`config.mk`:
```
export PLATFORM = sky130hd
export DESIGN_NAME = rgb_frame_colour_spread_flat
export DESIGN_NICKNAME = d
export VERILOG_FILES = /design/src/hdl/rfcs_pkg.sv /design/src/hdl/rfcs_if.sv /design/src/hdl/rfcs_addsub.sv /design/src/hdl/rfcs_accum.sv /design/src/hdl/rfcs_seq.sv /design/src/hdl/rgb_frame_colour_spread.sv /design/src/flat_wrapper.sv
export SDC_FILE = /design/constraint.sdc
export NUM_CORES = 2
export LEC_CHECK = 0
export BUFFER_PORTS_ARGS = -buffer_cell sky130_fd_sc_hd__buf_2
export CELL_PAD_IN_SITES_DETAIL_PLACEMENT = 1
export CELL_PAD_IN_SITES_GLOBAL_PLACEMENT = 2
export CORE_MARGIN = 8
export CORE_UTILIZATION = 44
export DETAILED_ROUTE_END_ITERATION = 10
export PLACE_DENSITY = 0.9
export SYNTH_ARGS = -nofsm -noshare
export SYNTH_HDL_FRONTEND = slang
export SYNTH_SLANG_ARGS = --single-unit
```
`constraint.sdc`:
```
create_clock -name clock -period 27.9 [get_ports clock]
set_clock_uncertainty 0.05 [all_clocks]
set_input_delay 5.58 -clock clock [delete_from_list [all_inputs] [get_ports clock]]
set_output_delay 5.58 -clock clock [all_outputs]
set_load 0.05 [all_outputs]
```
`src/hdl/rfcs_pkg.sv`:
```
// rfcs_pkg: shared constants, types and sequencer states for the colour spread block
`default_nettype none

package rfcs_pkg;

   // frame size limit and derived accumulator widths
   localparam int MAX_PIXELS_LOG2 = 21;
   localparam int CHAN_N          = 3;
   localparam int CHAN_W          = $clog2(CHAN_N);
   localparam int PIX_VAL_W       = 8;
   localparam int CNT_W           = MAX_PIXELS_LOG2 + 1;
   localparam int SUM_W           = MAX_PIXELS_LOG2 + PIX_VAL_W;
   localparam int SQ_W            = MAX_PIXELS_LOG2 + 2 * PIX_VAL_W;

   // result field widths
   localparam int Y_W   = 14;
   localparam int PIX_W = 22;
   localparam int BIT_W = $clog2(Y_W);

   // scale factors: 100 * 256 squared and 3 * 255 squared
   localparam int NUM_W = 30;
   localparam int DEN_W = 18;
   localparam logic [NUM_W-1:0] SCALE_NUM = NUM_W'(655360000);
   localparam logic [DEN_W-1:0] SCALE_DEN = DEN_W'(195075);

   // wide working registers hold T * SCALE_NUM and the root comparands
   localparam int ACC_W      = 2 * MAX_PIXELS_LOG2 + 49;
   localparam int MUL_W      = (SUM_W > NUM_W) ? SUM_W : NUM_W;
   localparam int STEP_W     = $clog2(MUL_W + 1);
   localparam int ROOT_SHIFT = 2 * (Y_W - 1);

   localparam logic [CNT_W-1:0]  MAX_PIXELS = {1'b1, {MAX_PIXELS_LOG2{1'b0}}};
   localparam logic [Y_W-1:0]    SPREAD_MAX = Y_W'(12800);
   localparam logic [STEP_W-1:0] STEPS_CNT  = STEP_W'(CNT_W);
   localparam logic [STEP_W-1:0] STEPS_SUM  = STEP_W'(SUM_W);
   localparam logic [STEP_W-1:0] STEPS_NUM  = STEP_W'(NUM_W);
   localparam logic [STEP_W-1:0] STEPS_DEN  = STEP_W'(DEN_W);
   localparam logic [CHAN_W-1:0] LAST_CHAN  = CHAN_W'(CHAN_N - 1);
   localparam logic [BIT_W-1:0]  TOP_BIT    = BIT_W'(Y_W - 1);

   // sequencer states
   typedef enum logic [4:0] {
      ST_IDLE,
      ST_CHQ_SETUP,
      ST_CHQ_RUN,
      ST_CHS_SETUP,
      ST_CHS_RUN,
      ST_SCALE_SETUP,
      ST_SCALE_RUN,
      ST_NSQ_SETUP,
      ST_NSQ_RUN,
      ST_DEN_SETUP,
      ST_DEN_RUN,
      ST_ROOT_SETUP,
      ST_ROOT_SUM,
      ST_ROOT_TRY,
      ST_ROOT_NEXT,
      ST_FINISH
   } state_type;

   // accumulator status seen by the sequencer
   typedef struct packed {
      logic [CHAN_N-1:0][SUM_W-1:0] sum;
      logic [CHAN_N-1:0][SQ_W-1:0]  sq;
      logic [CNT_W-1:0]             count;
      logic                         overflow;
   } acc_stat_type;

   // shared adder request and result
   typedef struct packed {
      logic [ACC_W-1:0] a;
      logic [ACC_W-1:0] b;
      logic             sub;
   } alu_op_type;

   typedef struct packed {
      logic [ACC_W-1:0] sum;
      logic             borrow;
   } alu_res_type;

endpackage

`default_nettype wire

```
`src/hdl/rfcs_if.sv`:
```
// rfcs_if: pixel request and spread response channel interfaces
`default_nettype none

interface rfcs_req_if;
   logic                           valid;
   logic                           ready;
   logic [rfcs_pkg::PIX_VAL_W-1:0] red;
   logic [rfcs_pkg::PIX_VAL_W-1:0] green;
   logic [rfcs_pkg::PIX_VAL_W-1:0] blue;
   logic                           frame_end;

   modport source (output valid, red, green, blue, frame_end, input ready);
   modport sink   (input valid, red, green, blue, frame_end, output ready);
endinterface

interface rfcs_rsp_if;
   logic                       valid;
   logic                       ready;
   logic [rfcs_pkg::Y_W-1:0]   spread_pct_q8;
   logic [rfcs_pkg::PIX_W-1:0] pixel_total;
   logic                       overflow;

   modport source (output valid, spread_pct_q8, pixel_total, overflow, input ready);
   modport sink   (input valid, spread_pct_q8, pixel_total, overflow, output ready);
endinterface

`default_nettype wire

```
`src/hdl/rfcs_addsub.sv`:
```
// rfcs_addsub: the one wide adder/subtractor shared by every multiply and root step of rfcs_seq
`default_nettype none

module rfcs_addsub (
   input  rfcs_pkg::alu_op_type  alu_op,
   output rfcs_pkg::alu_res_type alu_res
);

   logic [rfcs_pkg::ACC_W:0] full;

   // one extra bit gives the borrow of a subtraction
   always_comb begin
      if (alu_op.sub) begin
         full = {1'b0, alu_op.a} - {1'b0, alu_op.b};
      end else begin
         full = {1'b0, alu_op.a} + {1'b0, alu_op.b};
      end
      alu_res.sum    = full[rfcs_pkg::ACC_W-1:0];
      alu_res.borrow = full[rfcs_pkg::ACC_W];
   end

endmodule

`default_nettype wire

```
`src/hdl/rfcs_accum.sv`:
```
// rfcs_accum: per-channel sums, sums of squares, pixel count and overflow flag
`default_nettype none

module rfcs_accum (
   input  logic                                                clock,
   input  logic                                                reset,
   input  logic                                                take,
   input  logic [rfcs_pkg::CHAN_N-1:0][rfcs_pkg::PIX_VAL_W-1:0] pix,
   input  logic                                                clear,
   output rfcs_pkg::acc_stat_type                              acc_st
);

   logic [rfcs_pkg::CHAN_N-1:0][rfcs_pkg::SUM_W-1:0] sum_ff, sum_in;
   logic [rfcs_pkg::CHAN_N-1:0][rfcs_pkg::SQ_W-1:0]  sq_ff, sq_in;
   logic [rfcs_pkg::CNT_W-1:0]                      count_ff, count_in;
   logic                                            ovf_ff, ovf_in;
   logic [2*rfcs_pkg::PIX_VAL_W-1:0]                square;
   logic                                            room;

   // clear empties the frame; otherwise accumulate a pixel while the frame has room, else flag it
   always_comb begin
      sum_in   = sum_ff;
      sq_in    = sq_ff;
      count_in = count_ff;
      ovf_in   = ovf_ff;
      square   = '0;
      room     = (count_ff != rfcs_pkg::MAX_PIXELS);
      if (clear) begin
         sum_in   = '0;
         sq_in    = '0;
         count_in = '0;
         ovf_in   = 1'b0;
      end else if (take) begin
         if (room) begin
            for (int c = 0; c < rfcs_pkg::CHAN_N; c++) begin
               square   = pix[c] * pix[c];
               sum_in[c] = sum_ff[c] + rfcs_pkg::SUM_W'(pix[c]);
               sq_in[c]  = sq_ff[c] + rfcs_pkg::SQ_W'(square);
            end
            count_in = count_ff + rfcs_pkg::CNT_W'(1);
         end else begin
            ovf_in = 1'b1;
         end
      end
   end

   // accumulator registers
   always_ff @(posedge clock) begin
      if (reset) begin
         sum_ff   <= '0;
         sq_ff    <= '0;
         count_ff <= '0;
         ovf_ff   <= 1'b0;
      end else begin
         sum_ff   <= sum_in;
         sq_ff    <= sq_in;
         count_ff <= count_in;
         ovf_ff   <= ovf_in;
      end
   end

   assign acc_st.sum      = sum_ff;
   assign acc_st.sq       = sq_ff;
   assign acc_st.count    = count_ff;
   assign acc_st.overflow = ovf_ff;

endmodule

`default_nettype wire

```
`src/hdl/rfcs_seq.sv`:
```
// rfcs_seq: end-of-frame sequencer driving the shared adder for variance, scale and root
`default_nettype none

module rfcs_seq (
   input  logic                   clock,
   input  logic                   reset,
   input  logic                   start,
   input  rfcs_pkg::acc_stat_type acc_st,
   output logic                   clear,
   output logic                   in_ready,
   rfcs_rsp_if.source             rsp
);

   rfcs_pkg::state_type             state_ff, state_in;
   logic [rfcs_pkg::CHAN_W-1:0]     chan_ff, chan_in;
   logic [rfcs_pkg::STEP_W-1:0]     step_ff, step_in;
   logic [rfcs_pkg::BIT_W-1:0]      bit_ff, bit_in;
   logic [rfcs_pkg::ACC_W-1:0]      acc_ff, acc_in;
   logic [rfcs_pkg::ACC_W-1:0]      mreg_ff, mreg_in;
   logic [rfcs_pkg::MUL_W-1:0]      mulr_ff, mulr_in;
   logic [rfcs_pkg::ACC_W-1:0]      rem_ff, rem_in;
   logic [rfcs_pkg::ACC_W-1:0]      tmp_ff, tmp_in;
   logic                            take_ff, take_in;
   logic [rfcs_pkg::Y_W-1:0]        y_ff, y_in;
   logic                            rsp_valid_ff, rsp_valid_in;
   logic [rfcs_pkg::Y_W-1:0]        rsp_spread_ff, rsp_spread_in;
   logic [rfcs_pkg::PIX_W-1:0]      rsp_total_ff, rsp_total_in;
   logic                            rsp_ovf_ff, rsp_ovf_in;
   logic                            last_step;
   logic                            out_free;
   rfcs_pkg::alu_op_type            alu_op;
   rfcs_pkg::alu_res_type           alu_out;

   rfcs_addsub u_addsub (
      .alu_op  (alu_op),
      .alu_res (alu_out)
   );

   assign last_step = (step_ff == rfcs_pkg::STEP_W'(1));
   assign out_free  = !rsp_valid_ff || rsp.ready;

   // next state
   always_comb begin
      state_in = state_ff;
      unique case (state_ff)
         rfcs_pkg::ST_IDLE: begin
            if (start) begin
               state_in = rfcs_pkg::ST_CHQ_SETUP;
            end
         end
         rfcs_pkg::ST_CHQ_SETUP:   state_in = rfcs_pkg::ST_CHQ_RUN;
         rfcs_pkg::ST_CHQ_RUN: begin
            if (last_step) begin
               state_in = rfcs_pkg::ST_CHS_SETUP;
            end
         end
         rfcs_pkg::ST_CHS_SETUP:   state_in = rfcs_pkg::ST_CHS_RUN;
         rfcs_pkg::ST_CHS_RUN: begin
            if (last_step) begin
               if (chan_ff == rfcs_pkg::LAST_CHAN) begin
                  state_in = rfcs_pkg::ST_SCALE_SETUP;
               end else begin
                  state_in = rfcs_pkg::ST_CHQ_SETUP;
               end
            end
         end
         rfcs_pkg::ST_SCALE_SETUP: state_in = rfcs_pkg::ST_SCALE_RUN;
         rfcs_pkg::ST_SCALE_RUN: begin
            if (last_step) begin
               state_in = rfcs_pkg::ST_NSQ_SETUP;
            end
         end
         rfcs_pkg::ST_NSQ_SETUP:   state_in = rfcs_pkg::ST_NSQ_RUN;
         rfcs_pkg::ST_NSQ_RUN: begin
            if (last_step) begin
               state_in = rfcs_pkg::ST_DEN_SETUP;
            end
         end
         rfcs_pkg::ST_DEN_SETUP:   state_in = rfcs_pkg::ST_DEN_RUN;
         rfcs_pkg::ST_DEN_RUN: begin
            if (last_step) begin
               state_in = rfcs_pkg::ST_ROOT_SETUP;
            end
         end
         rfcs_pkg::ST_ROOT_SETUP:  state_in = rfcs_pkg::ST_ROOT_SUM;
         rfcs_pkg::ST_ROOT_SUM:    state_in = rfcs_pkg::ST_ROOT_TRY;
         rfcs_pkg::ST_ROOT_TRY:    state_in = rfcs_pkg::ST_ROOT_NEXT;
         rfcs_pkg::ST_ROOT_NEXT: begin
            if (bit_ff == '0) begin
               state_in = rfcs_pkg::ST_FINISH;
            end else begin
               state_in = rfcs_pkg::ST_ROOT_SUM;
            end
         end
         rfcs_pkg::ST_FINISH: begin
            if (out_free) begin
               state_in = rfcs_pkg::ST_IDLE;
            end
         end
         default:                  state_in = rfcs_pkg::ST_IDLE;
      endcase
   end

   // shared adder operands
   always_comb begin
      alu_op.a   = acc_ff;
      alu_op.b   = mreg_ff;
      alu_op.sub = 1'b0;
      unique case (state_ff)
         rfcs_pkg::ST_CHS_RUN: begin
            alu_op.sub = 1'b1;
         end
         rfcs_pkg::ST_ROOT_TRY: begin
            alu_op.a   = rem_ff;
            alu_op.b   = tmp_ff;
            alu_op.sub = 1'b1;
         end
         rfcs_pkg::ST_ROOT_NEXT: begin
            alu_op.a = tmp_ff;
         end
         default: begin
            alu_op.sub = 1'b0;
         end
      endcase
   end

   // datapath register updates per state
   always_comb begin
      chan_in       = chan_ff;
      step_in       = step_ff;
      bit_in        = bit_ff;
      acc_in        = acc_ff;
      mreg_in       = mreg_ff;
      mulr_in       = mulr_ff;
      rem_in        = rem_ff;
      tmp_in        = tmp_ff;
      take_in       = take_ff;
      y_in          = y_ff;
      rsp_valid_in  = rsp_valid_ff && !rsp.ready;
      rsp_spread_in = rsp_spread_ff;
      rsp_total_in  = rsp_total_ff;
      rsp_ovf_in    = rsp_ovf_ff;
      clear         = 1'b0;
      unique case (state_ff) inside
         rfcs_pkg::ST_IDLE: begin
            if (start) begin
               acc_in  = '0;
               chan_in = '0;
            end
         end
         // n times the channel square sum, added into T
         rfcs_pkg::ST_CHQ_SETUP: begin
            mreg_in = rfcs_pkg::ACC_W'(acc_st.sq[chan_ff]);
            mulr_in = rfcs_pkg::MUL_W'(acc_st.count);
            step_in = rfcs_pkg::STEPS_CNT;
         end
         // channel sum squared, taken off T
         rfcs_pkg::ST_CHS_SETUP: begin
            mreg_in = rfcs_pkg::ACC_W'(acc_st.sum[chan_ff]);
            mulr_in = rfcs_pkg::MUL_W'(acc_st.sum[chan_ff]);
            step_in = rfcs_pkg::STEPS_SUM;
         end
         // right-hand side of the root test: T times the numerator scale
         rfcs_pkg::ST_SCALE_SETUP: begin
            mreg_in = acc_ff;
            acc_in  = '0;
            mulr_in = rfcs_pkg::MUL_W'(rfcs_pkg::SCALE_NUM);
            step_in = rfcs_pkg::STEPS_NUM;
         end
         // park the scaled T as the remainder, then n squared
         rfcs_pkg::ST_NSQ_SETUP: begin
            rem_in  = acc_ff;
            acc_in  = '0;
            mreg_in = rfcs_pkg::ACC_W'(acc_st.count);
            mulr_in = rfcs_pkg::MUL_W'(acc_st.count);
            step_in = rfcs_pkg::STEPS_CNT;
         end
         // n squared times the denominator scale
         rfcs_pkg::ST_DEN_SETUP: begin
            mreg_in = acc_ff;
            acc_in  = '0;
            mulr_in = rfcs_pkg::MUL_W'(rfcs_pkg::SCALE_DEN);
            step_in = rfcs_pkg::STEPS_DEN;
         end
         rfcs_pkg::ST_CHQ_RUN, rfcs_pkg::ST_CHS_RUN, rfcs_pkg::ST_SCALE_RUN,
         rfcs_pkg::ST_NSQ_RUN, rfcs_pkg::ST_DEN_RUN: begin
            if (mulr_ff[0]) begin
               acc_in = alu_out.sum;
            end
            mreg_in = mreg_ff << 1;
            mulr_in = mulr_ff >> 1;
            step_in = step_ff - rfcs_pkg::STEP_W'(1);
            if (state_ff == rfcs_pkg::ST_CHS_RUN && last_step &&
                chan_ff != rfcs_pkg::LAST_CHAN) begin
               chan_in = chan_ff + rfcs_pkg::CHAN_W'(1);
            end
         end
         // root search: mreg holds M << 2b, acc holds (M * y) << (b + 1)
         rfcs_pkg::ST_ROOT_SETUP: begin
            mreg_in = acc_ff << rfcs_pkg::ROOT_SHIFT;
            acc_in  = '0;
            bit_in  = rfcs_pkg::TOP_BIT;
            y_in    = '0;
         end
         rfcs_pkg::ST_ROOT_SUM: begin
            tmp_in = alu_out.sum;
         end
         rfcs_pkg::ST_ROOT_TRY: begin
            take_in = !alu_out.borrow;
            if (!alu_out.borrow) begin
               rem_in = alu_out.sum;
            end
         end
         rfcs_pkg::ST_ROOT_NEXT: begin
            acc_in  = (take_ff ? alu_out.sum : acc_ff) >> 1;
            mreg_in = mreg_ff >> 2;
            if (take_ff) begin
               y_in[bit_ff] = 1'b1;
            end
            if (bit_ff != '0) begin
               bit_in = bit_ff - rfcs_pkg::BIT_W'(1);
            end
         end
         // hand the result to the output register and clear the frame
         rfcs_pkg::ST_FINISH: begin
            if (out_free) begin
               rsp_valid_in  = 1'b1;
               rsp_spread_in = y_ff;
               rsp_total_in  = rfcs_pkg::PIX_W'(acc_st.count);
               rsp_ovf_in    = acc_st.overflow;
               clear         = 1'b1;
            end
         end
         default: begin
            clear = 1'b0;
         end
      endcase
   end

   // control registers
   always_ff @(posedge clock) begin
      if (reset) begin
         state_ff     <= rfcs_pkg::ST_IDLE;
         rsp_valid_ff <= 1'b0;
      end else begin
         state_ff     <= state_in;
         rsp_valid_ff <= rsp_valid_in;
      end
   end

   // datapath and result registers
   always_ff @(posedge clock) begin
      chan_ff       <= chan_in;
      step_ff       <= step_in;
      bit_ff        <= bit_in;
      acc_ff        <= acc_in;
      mreg_ff       <= mreg_in;
      mulr_ff       <= mulr_in;
      rem_ff        <= rem_in;
      tmp_ff        <= tmp_in;
      take_ff       <= take_in;
      y_ff          <= y_in;
      rsp_spread_ff <= rsp_spread_in;
      rsp_total_ff  <= rsp_total_in;
      rsp_ovf_ff    <= rsp_ovf_in;
   end

   assign in_ready          = (state_ff == rfcs_pkg::ST_IDLE);
   assign rsp.valid         = rsp_valid_ff;
   assign rsp.spread_pct_q8 = rsp_spread_ff;
   assign rsp.pixel_total   = rsp_total_ff;
   assign rsp.overflow      = rsp_ovf_ff;

endmodule

`default_nettype wire

```
`src/hdl/rgb_frame_colour_spread.sv`:
```
// rgb_frame_colour_spread: pooled RGB standard deviation per frame, top level
//
//   channel   direction  carries
//   req_ch    in         one pixel: red, green, blue, frame_end
//   rsp_ch    out        spread_pct_q8, pixel_total, overflow per frame
//
// Pixels without frame_end stream at one per clock while the sequencer is idle.
// After the frame_end transfer the sequencer runs on its single shared wide adder,
// with req_ch.ready low.
// The result sits in an output register; a new frame may fill while it waits, and the
// sequencer holds in its last state only if the previous result is still untaken.
// Synchronous active-high reset clears the accumulators, sequencer and rsp_ch.valid.
`default_nettype none

module rgb_frame_colour_spread (
   input  logic       clock,
   input  logic       reset,
   rfcs_req_if.sink   req_ch,
   rfcs_rsp_if.source rsp_ch
);

   logic                                                pix_take;
   logic                                                frame_start;
   logic                                                acc_clear;
   logic                                                seq_ready;
   logic [rfcs_pkg::CHAN_N-1:0][rfcs_pkg::PIX_VAL_W-1:0] pix;
   rfcs_pkg::acc_stat_type                              acc_st;

   // pixel transfer and start of the end-of-frame sequence
   assign req_ch.ready = seq_ready;
   assign pix_take     = req_ch.valid && seq_ready;
   assign frame_start  = pix_take && req_ch.frame_end;
   assign pix          = {req_ch.blue, req_ch.green, req_ch.red};

   rfcs_accum u_accum (
      .clock  (clock),
      .reset  (reset),
      .take   (pix_take),
      .pix    (pix),
      .clear  (acc_clear),
      .acc_st (acc_st)
   );

   rfcs_seq u_seq (
      .clock    (clock),
      .reset    (reset),
      .start    (frame_start),
      .acc_st   (acc_st),
      .clear    (acc_clear),
      .in_ready (seq_ready),
      .rsp      (rsp_ch)
   );

`ifndef SYNTHESIS
   // the sequencer takes over right after a frame-end transfer
   a_busy_after_end: assert property (@(posedge clock) disable iff (reset)
      (req_ch.valid && req_ch.ready && req_ch.frame_end) |=> !req_ch.ready)
      else $error("pixel channel still ready after frame end");

   // a pixel arriving at a full frame raises the overflow flag
   a_overflow_set: assert property (@(posedge clock) disable iff (reset)
      (pix_take && acc_st.count == rfcs_pkg::MAX_PIXELS) |=> acc_st.overflow)
      else $error("dropped pixel not flagged");

   // clearing leaves an empty frame behind
   a_clear_empty: assert property (@(posedge clock) disable iff (reset)
      acc_clear |=> (acc_st.count == '0 && !acc_st.overflow))
      else $error("accumulators not cleared after result");

   // the spread never exceeds half of full scale
   a_spread_range: assert property (@(posedge clock) disable iff (reset)
      rsp_ch.valid |-> (rsp_ch.spread_pct_q8 <= rfcs_pkg::SPREAD_MAX))
      else $error("spread result out of range");
`endif

endmodule

`default_nettype wire

```
`src/flat_wrapper.sv`:
```
// flat-port wrapper written by rule: the top's interface ports become plain ports
module rgb_frame_colour_spread_flat 
  (clock, reset, req_ch_valid, req_ch_red, req_ch_green, req_ch_blue, req_ch_frame_end, req_ch_ready, rsp_ch_valid, rsp_ch_spread_pct_q8, rsp_ch_pixel_total, rsp_ch_overflow, rsp_ch_ready);
  rfcs_req_if req_ch_i ();
  rfcs_rsp_if rsp_ch_i ();
  input  logic clock;
  input  logic reset;
  input wire logic [$bits(req_ch_i.valid)-1:0] req_ch_valid;
  input wire logic [$bits(req_ch_i.red)-1:0] req_ch_red;
  input wire logic [$bits(req_ch_i.green)-1:0] req_ch_green;
  input wire logic [$bits(req_ch_i.blue)-1:0] req_ch_blue;
  input wire logic [$bits(req_ch_i.frame_end)-1:0] req_ch_frame_end;
  output wire logic [$bits(req_ch_i.ready)-1:0] req_ch_ready;
  output wire logic [$bits(rsp_ch_i.valid)-1:0] rsp_ch_valid;
  output wire logic [$bits(rsp_ch_i.spread_pct_q8)-1:0] rsp_ch_spread_pct_q8;
  output wire logic [$bits(rsp_ch_i.pixel_total)-1:0] rsp_ch_pixel_total;
  output wire logic [$bits(rsp_ch_i.overflow)-1:0] rsp_ch_overflow;
  input wire logic [$bits(rsp_ch_i.ready)-1:0] rsp_ch_ready;
  assign req_ch_i.valid = req_ch_valid;
  assign req_ch_i.red = req_ch_red;
  assign req_ch_i.green = req_ch_green;
  assign req_ch_i.blue = req_ch_blue;
  assign req_ch_i.frame_end = req_ch_frame_end;
  assign req_ch_ready = req_ch_i.ready;
  assign rsp_ch_valid = rsp_ch_i.valid;
  assign rsp_ch_spread_pct_q8 = rsp_ch_i.spread_pct_q8;
  assign rsp_ch_pixel_total = rsp_ch_i.pixel_total;
  assign rsp_ch_overflow = rsp_ch_i.overflow;
  assign rsp_ch_i.ready = rsp_ch_ready;
  rgb_frame_colour_spread u_core (.clock(clock), .reset(reset), .req_ch(req_ch_i), .rsp_ch(rsp_ch_i));
endmodule
```
# --- Word-level counts from Yosys, hierarchy flattened ---
# Cells that the tools add are included.
word_totals:
  register_bits: 684
  word_cells: 148
classes:
  add_sub_neg: 12
  n_mul: 3
  n_lt_le_gt_ge: 3
  n_eq_ne: 31
  mux: 40
  bitwise: 2
  reduce_logical: 34
op_table:
  columns: ["cell", "count"]
  rows:
  - ["case mux 91 bit (7 select lines)", 1]
  - ["2-to-1 mux 91 bit", 5]
  - ["case mux 91 bit (2 select lines)", 2]
  - ["case mux 91 bit (4 select lines)", 1]
  - ["case mux 30 bit (5 select lines)", 1]
  - ["adder 37 x 16 -> 37 bit", 3]
  - ["adder 91 x 91 -> 92 bit", 1]
  - ["2-to-1 mux 92 bit", 1]
  - ["subtractor 91 x 91 -> 92 bit", 1]
  - ["adder 29 x 8 -> 29 bit", 3]
  - ["case mux 5 bit (16 select lines)", 1]
  - ["binary-select mux 37 bit (select 2 bit)", 1]
  - ["binary-select mux 29 bit (select 2 bit)", 1]
  - ["multiplier 8 x 8 -> 16 bit", 3]
  - ["== test 5 x 4 -> 1 bit (second input constant)", 8]
  - ["2-to-1 mux 37 bit", 1]
  - ["2-to-1 mux 5 bit", 7]
  - ["2-to-1 mux 29 bit", 1]
  - ["case mux 14 bit (2 select lines)", 1]
  - ["case mux 5 bit (5 select lines)", 1]
  - ["adder 22 x 1 -> 22 bit (second input constant)", 1]
  - ["!= test 2 bit (second input constant)", 11]
  - ["!= test 22 bit (second input constant)", 1]
  - ["== test 5 x 3 -> 1 bit (second input constant)", 4]
  - ["other kinds (35)", 64]

# --- Depth between registers and ports, before layout ---
depth:
  ltp_word: 7
  mapped_depth: 28
  mapped_depth_nobuf: 24

# --- Cells and area by module ---
# A second synthesis with hierarchy kept.
unflattened:
  cells_unflattened: 5667
  hier_area_um2: 49386.1
by_module_without_submodules:
  columns: ["mod", "n_inst", "cells_per_inst", "area_each_um2", "seq_area_each_um2"]
  rows:
  - ["rfcs_seq", 1, 2397, 24349.6, 13823.3]
  - ["rfcs_accum", 1, 2058, 17207.8, 4424.2]
  - ["rfcs_addsub", 1, 1210, 7816.2, 0.0]
  - ["rgb_frame_colour_spread", 1, 2, 12.5, 0.0]

# --- Least setup slack after synthesis ---
# Ideal clock, no wire load.
synth_path:
  path_type: "input-to-reg"
  start: "input req_ch_frame_end"
  end: "register u_core.u_seq.acc_ff[0] (netlist bit), enable pin"
  setup_time_ps: 685
  t_arrival_ps: 12360
  required_ps: 27165
  path_slack_ps: 14805
  stages: 2
  cell_sequence: "nand2_1 -> a221oi_1"
synth_between:
  elab_chain_cells: 3
synth_rtl:
  columns: ["element", "line_no", "rtl"]
  rows:
  - ["start, declared", "flat_wrapper.sv:12", "input wire logic [$bits(req_ch_i.frame_end)-1:0] req_ch_frame_end;"]
  - ["logical AND 1 bit", "rgb_frame_colour_spread.sv:32", "assign frame_start = pix_take && req_ch.frame_end;"]
  - ["!= test 2 x 1 -> 1 bit (no source line)", null, null]
  - ["AND reduction 3 bit (no source line)", null, null]
  - ["end signal, assigned", "rfcs_seq.sv:256", "acc_ff <= acc_in;"]
  - ["end, declared", "rfcs_seq.sv:18", "logic [rfcs_pkg::ACC_W-1:0] acc_ff, acc_in;"]
# No other way between the ends.
# A chain may end at the register's enable or synchronous reset.

# --- Worst setup path in the final report ---
layout_path:
  start: "input req_ch_red[4]"
  end: "register u_core.u_accum.sq_ff (netlist bit u_core.u_accum.acc_st[59])"
layout_between:
  elab_chain_cells: 2
layout_rtl:
  columns: ["element", "line_no", "rtl"]
  rows:
  - ["start, declared", "flat_wrapper.sv:9", "input wire logic [$bits(req_ch_i.red)-1:0] req_ch_red;"]
  - ["multiplier 8 x 8 -> 16 bit", "rfcs_accum.sv:36", "square = pix[c] * pix[c];"]
  - ["adder 37 x 16 -> 37 bit", "rfcs_accum.sv:38", "sq_in[c] = sq_ff[c] + rfcs_pkg::SQ_W'(square);"]
  - ["end signal, assigned", "rfcs_accum.sv:56", "sq_ff <= sq_in;"]
  - ["end, declared", "rfcs_accum.sv:14", "logic [rfcs_pkg::CHAN_N-1:0][rfcs_pkg::SQ_W-1:0] sq_ff, sq_in;"]
# No other way between the ends.

==> impl_metrics.tcl <==
set metrics [dict create \
    outcome "finished, final reports clean" \
    cts.hold.buffers_added 0 \
    drive_gt1_share_pct 6.84 \
    p_seq_share_pct 29.5 \
    post-dp-hpwl_mm 135 \
    min_from "u_core.u_accum.acc_st[30]" \
    grt_pass1_vias 46159 \
    synth.avg_cell_area_um2 8.91 \
    core_area_mm2 0.112 \
    cts_root_buf "clkbuf_16" \
    synth_cell_type_count 87 \
    htree_levels 3 \
    die_width_um 351 \
    cts_tree "built" \
    vdd_ir_drop_max_mv 0.0480 \
    finalSetupTns_ns 0 \
    grt_use_total_pct 29.4 \
    clkTransAtPathRegs_ns 0.06 \
    synth-async-reset-ratio_pct 0 \
    critical_path_class "input pin to flop" \
    fmax_mhz 91.4 \
    start_kind "input pin" \
    insertion_delay_ns 0.70 \
    ys.flop_type "edfxtp_1" \
    rows 123 \
    cts_buffers 84 \
    pwr-share-comb_pct 49.2 \
    slew_violations 0 \
    synth_xor_area_share_pct 5.79 \
    start_util_pct 44.1 \
    dr.pass1.iters 6 \
    synthAdderAreaFrac_pct 11.8 \
    die-height_um 351 \
    required_ns 28.41 \
    p_switching_w 0.00232 \
    synth-seq-area-share_pct 36.9 \
    die_area_mm2 0.123 \
    cts_resized 0 \
    timing.final.crit_share_pct 39.2 \
    grt_overflow 0 \
    rsz0062_at_grt "false" \
    min_period_ns 10.94 \
    via_count 44069 \
    slowest_stage "a31oi_1" \
    rr_worst_depth 22 \
    cts_setup_buffers 0 \
    p_leak_nw 21.9 \
    timing.rr.start "u_core.u_seq.state_ff[1]" \
    grt_pass1_wl_mm 282 \
    pin_count 68 \
    portBuffers 67 \
    synth-compound-area-share_pct 19.3 \
    p_int_w 0.00283 \
    synth_edf_count 457 \
    synth_nets 5971 \
    antenna_found_initial 0 \
    grt_start_max_net_pins 154 \
    path_cells "buf_2 -> nand2_1 -> fa_1 -> inv_1 -> fa_1 -> ha_1 -> inv_1 -> fa_1 -> inv_1 -> ha_1 -> a21o_1 -> a21oi_1 -> o21ai_0 -> a211oi_1 -> o31ai_1 -> o41ai_1 -> o21ai_0 -> a31oi_1 -> o21ai_0 -> a21oi_1" \
    crit_arrival_ns 11.45 \
    hold_depth 2 \
    drc_errors 0 \
    muxShareOfSynthArea_pct 4.02 \
    avgRoutedWirePerCell_um 26.6 \
    ff2ff_setup_slack_ns 17.37 \
    drt_iter0_drc 3583 \
    crit_path_end_kind "flop" \
    finalNetCount 5885 \
    area_delta_synth_final_pct 9.10 \
    final_core_util_pct 48.1 \
    relSlewSlack_pct 18.8 \
    wl_mm 187 \
    p_sw_share_pct 45.1 \
    drtAntennaViolNets 0 \
    diodes 0 \
    hold_end "u_core.u_accum.acc_st[30]" \
    timing.rr.end "u_core.u_seq.rem_ff[73]" \
    setup_viol 0 \
    ys_warn_count 0 \
    cts_buffer_depth 3 \
    gp_congestion 0.985 \
    cts_num_sinks 683 \
    cpPeakStageDelay_ns 0.79 \
    synth_cells 5548 \
    tightest_slew_ns 1.21 \
    synth_seq_cells 683 \
    clkPwrFrac_pct 21.3 \
    power.density_mw_per_mm2 95.6 \
    synth_top_family_by_area "compound AO/OA/AOI/OAI gates" \
    hold_class "flop to flop" \
    vias_per_cell 6.27 \
    syn-cell-area_mm2 0.0494 \
    crit_fanout 12 \
    drv_cap 0 \
    synth-simple-area-share_pct 17.2 \
    hold_viol 0 \
]
## metrics by stage
step,instances,cell area (um^2),hold WS [ns],worst slack (ns),total power (W)
6_report,7026,53900,0.406,16.96,0.00515
5_1_grt,7026,53900,0.424,16.47,0.00545
4_1_cts,7026,53900,0.404,17.00,0.00514
3_5_place_dp,6876,51200,0.387,16.32,0.00402
3_3_place_gp,6876,51200,0.373,16.40,0.00394
2_1_floorplan,5548,49400,0.356,14.80,0.00321
## worst max path at each step
stage          slack, ns             start                   endpoint  cells past startpoint
2_1_floorplan      14.80  req_ch_frame_end     u_core.u_seq.acc_ff[0]                      2
6_report           16.96     req_ch_red[4]  u_core.u_accum.acc_st[59]                     20
3_3_place_gp       16.40     req_ch_red[4]  u_core.u_accum.acc_st[59]                     20
3_5_place_dp       16.32     req_ch_red[4]  u_core.u_accum.acc_st[59]                     20
5_1_grt            16.47     req_ch_red[4]  u_core.u_accum.acc_st[59]                     20
4_1_cts            17.00     req_ch_red[4]  u_core.u_accum.acc_st[59]                     20
## flip-flops by register name (all words and copies together) (netlist names), 22 cells and up
register	flops
u_core.u_accum.acc_st	198
u_core.u_seq.acc_ff	91
u_core.u_seq.mreg_ff	91
u_core.u_seq.rem_ff	91
u_core.u_seq.tmp_ff	91
u_core.u_seq.mulr_ff	30
u_core.u_accum.count_ff	22
u_core.u_seq.rsp.pixel_total	22
## cells in the mapped netlist, drive strengths merged (22+ instances only)
master,instances,area [um^2]
nand2,797,2990
edfxtp,457,13700
nor2,373,1400
a21oi,359,1800
inv,326,1220
o21ai,318,1590
ha,273,3420
clkbuf,254,953
dfxtp,226,4520
a22oi,215,1610
xnor2,178,1560
mux2i,152,1530
xor2,149,1310
nor3,131,672
fa,121,2420
nand3,98,503
nand4,80,507
and2,79,494
a21o,70,526
a31oi,70,438
a221oi,65,569
or3,64,400
and3,62,388
o22ai,62,388
buf,58,261
mux2,41,462
a22o,38,333
nor4,37,246
o211ai,32,240
nor2b,28,175
o21a,26,195
o21bai,26,195
a211oi,23,173
o31ai,22,165
## power by group through the flow
stage                     Sequential [W]  Clock (W)  Combinational [W]
after CTS                        0.00151    0.00112            0.00251
final                            0.00152    0.00110            0.00254
after floorplan                  0.00145          0            0.00176
after global routing             0.00153    0.00115            0.00277
after detailed placement         0.00153          0            0.00249
after global placement           0.00153          0            0.00241
## worst max-delay path, delay by kind of cell
family                   cells  cell delay (ns)
adder cells (fa/ha/maj)      5             2.14
AO/OA/AOI/OAI               10             3.20
AND/OR/NAND/NOR              1             0.15
buffers and inverters        4             0.37
## cell type report
cell class                      count  area (um^2)
Clock inverter                     39          368
Multi-Input combinational cell   4227        28900
Fill cell                       13015        58100
Timing Repair Buffer              140          933
Inverter                          326         1230
Sequential cell                   683        18200
Clock buffer                      111         2370
Tap cell                         1500         1880
## cells in the final DEF, fill, tap and decap left out, types with 23 or more instances in the layout
cell         n
mux2_2      41
nand4_1     79
fa_1       121
edfxtp_1   457
o21a_1      26
xor2_1     149
a21oi_1    356
a221oi_1    64
mux2i_1    151
and3_1      60
a21o_1      70
a211oi_1    23
o211ai_1    32
a22oi_1    214
o21bai_1    26
nand2_1    796
nor3_1     124
nor4_1      36
nand3_1     95
ha_1       273
xnor2_1    178
clkbuf_16   86
buf_4       69
a31oi_1     70
or3_1       63
a22o_1      38
and2_1      79
nor2_1     369
o21ai_0    317
o22ai_1     61
inv_1      324
dfxtp_1    226
nor2b_1     28
buf_2       67
## kinds of logic (layout without fill, tap and decap cells)
kind of cell,Yosys count,in the layout
AO/OA/AOI/OAI,1472,1472
flip-flops,683,683
adder cells (fa/ha/maj),394,394
AND/OR/NAND/NOR,1841,1841
multiplexers,193,193
buffers and inverters,638,616
XOR/XNOR,327,327
## layer usage
metal | GRT usage (%) | share of wire [%] | up-vias
met5 | 0 | 0 | -
met4 | 17.9 | 6.9 | 0
met3 | 3.88 | 5.6 | 508
li1 | - | - | 19944
met2 | 51.1 | 48 | 1574
met1 | 34.4 | 39 | 22043
Power figures use the tool's default switching activity.
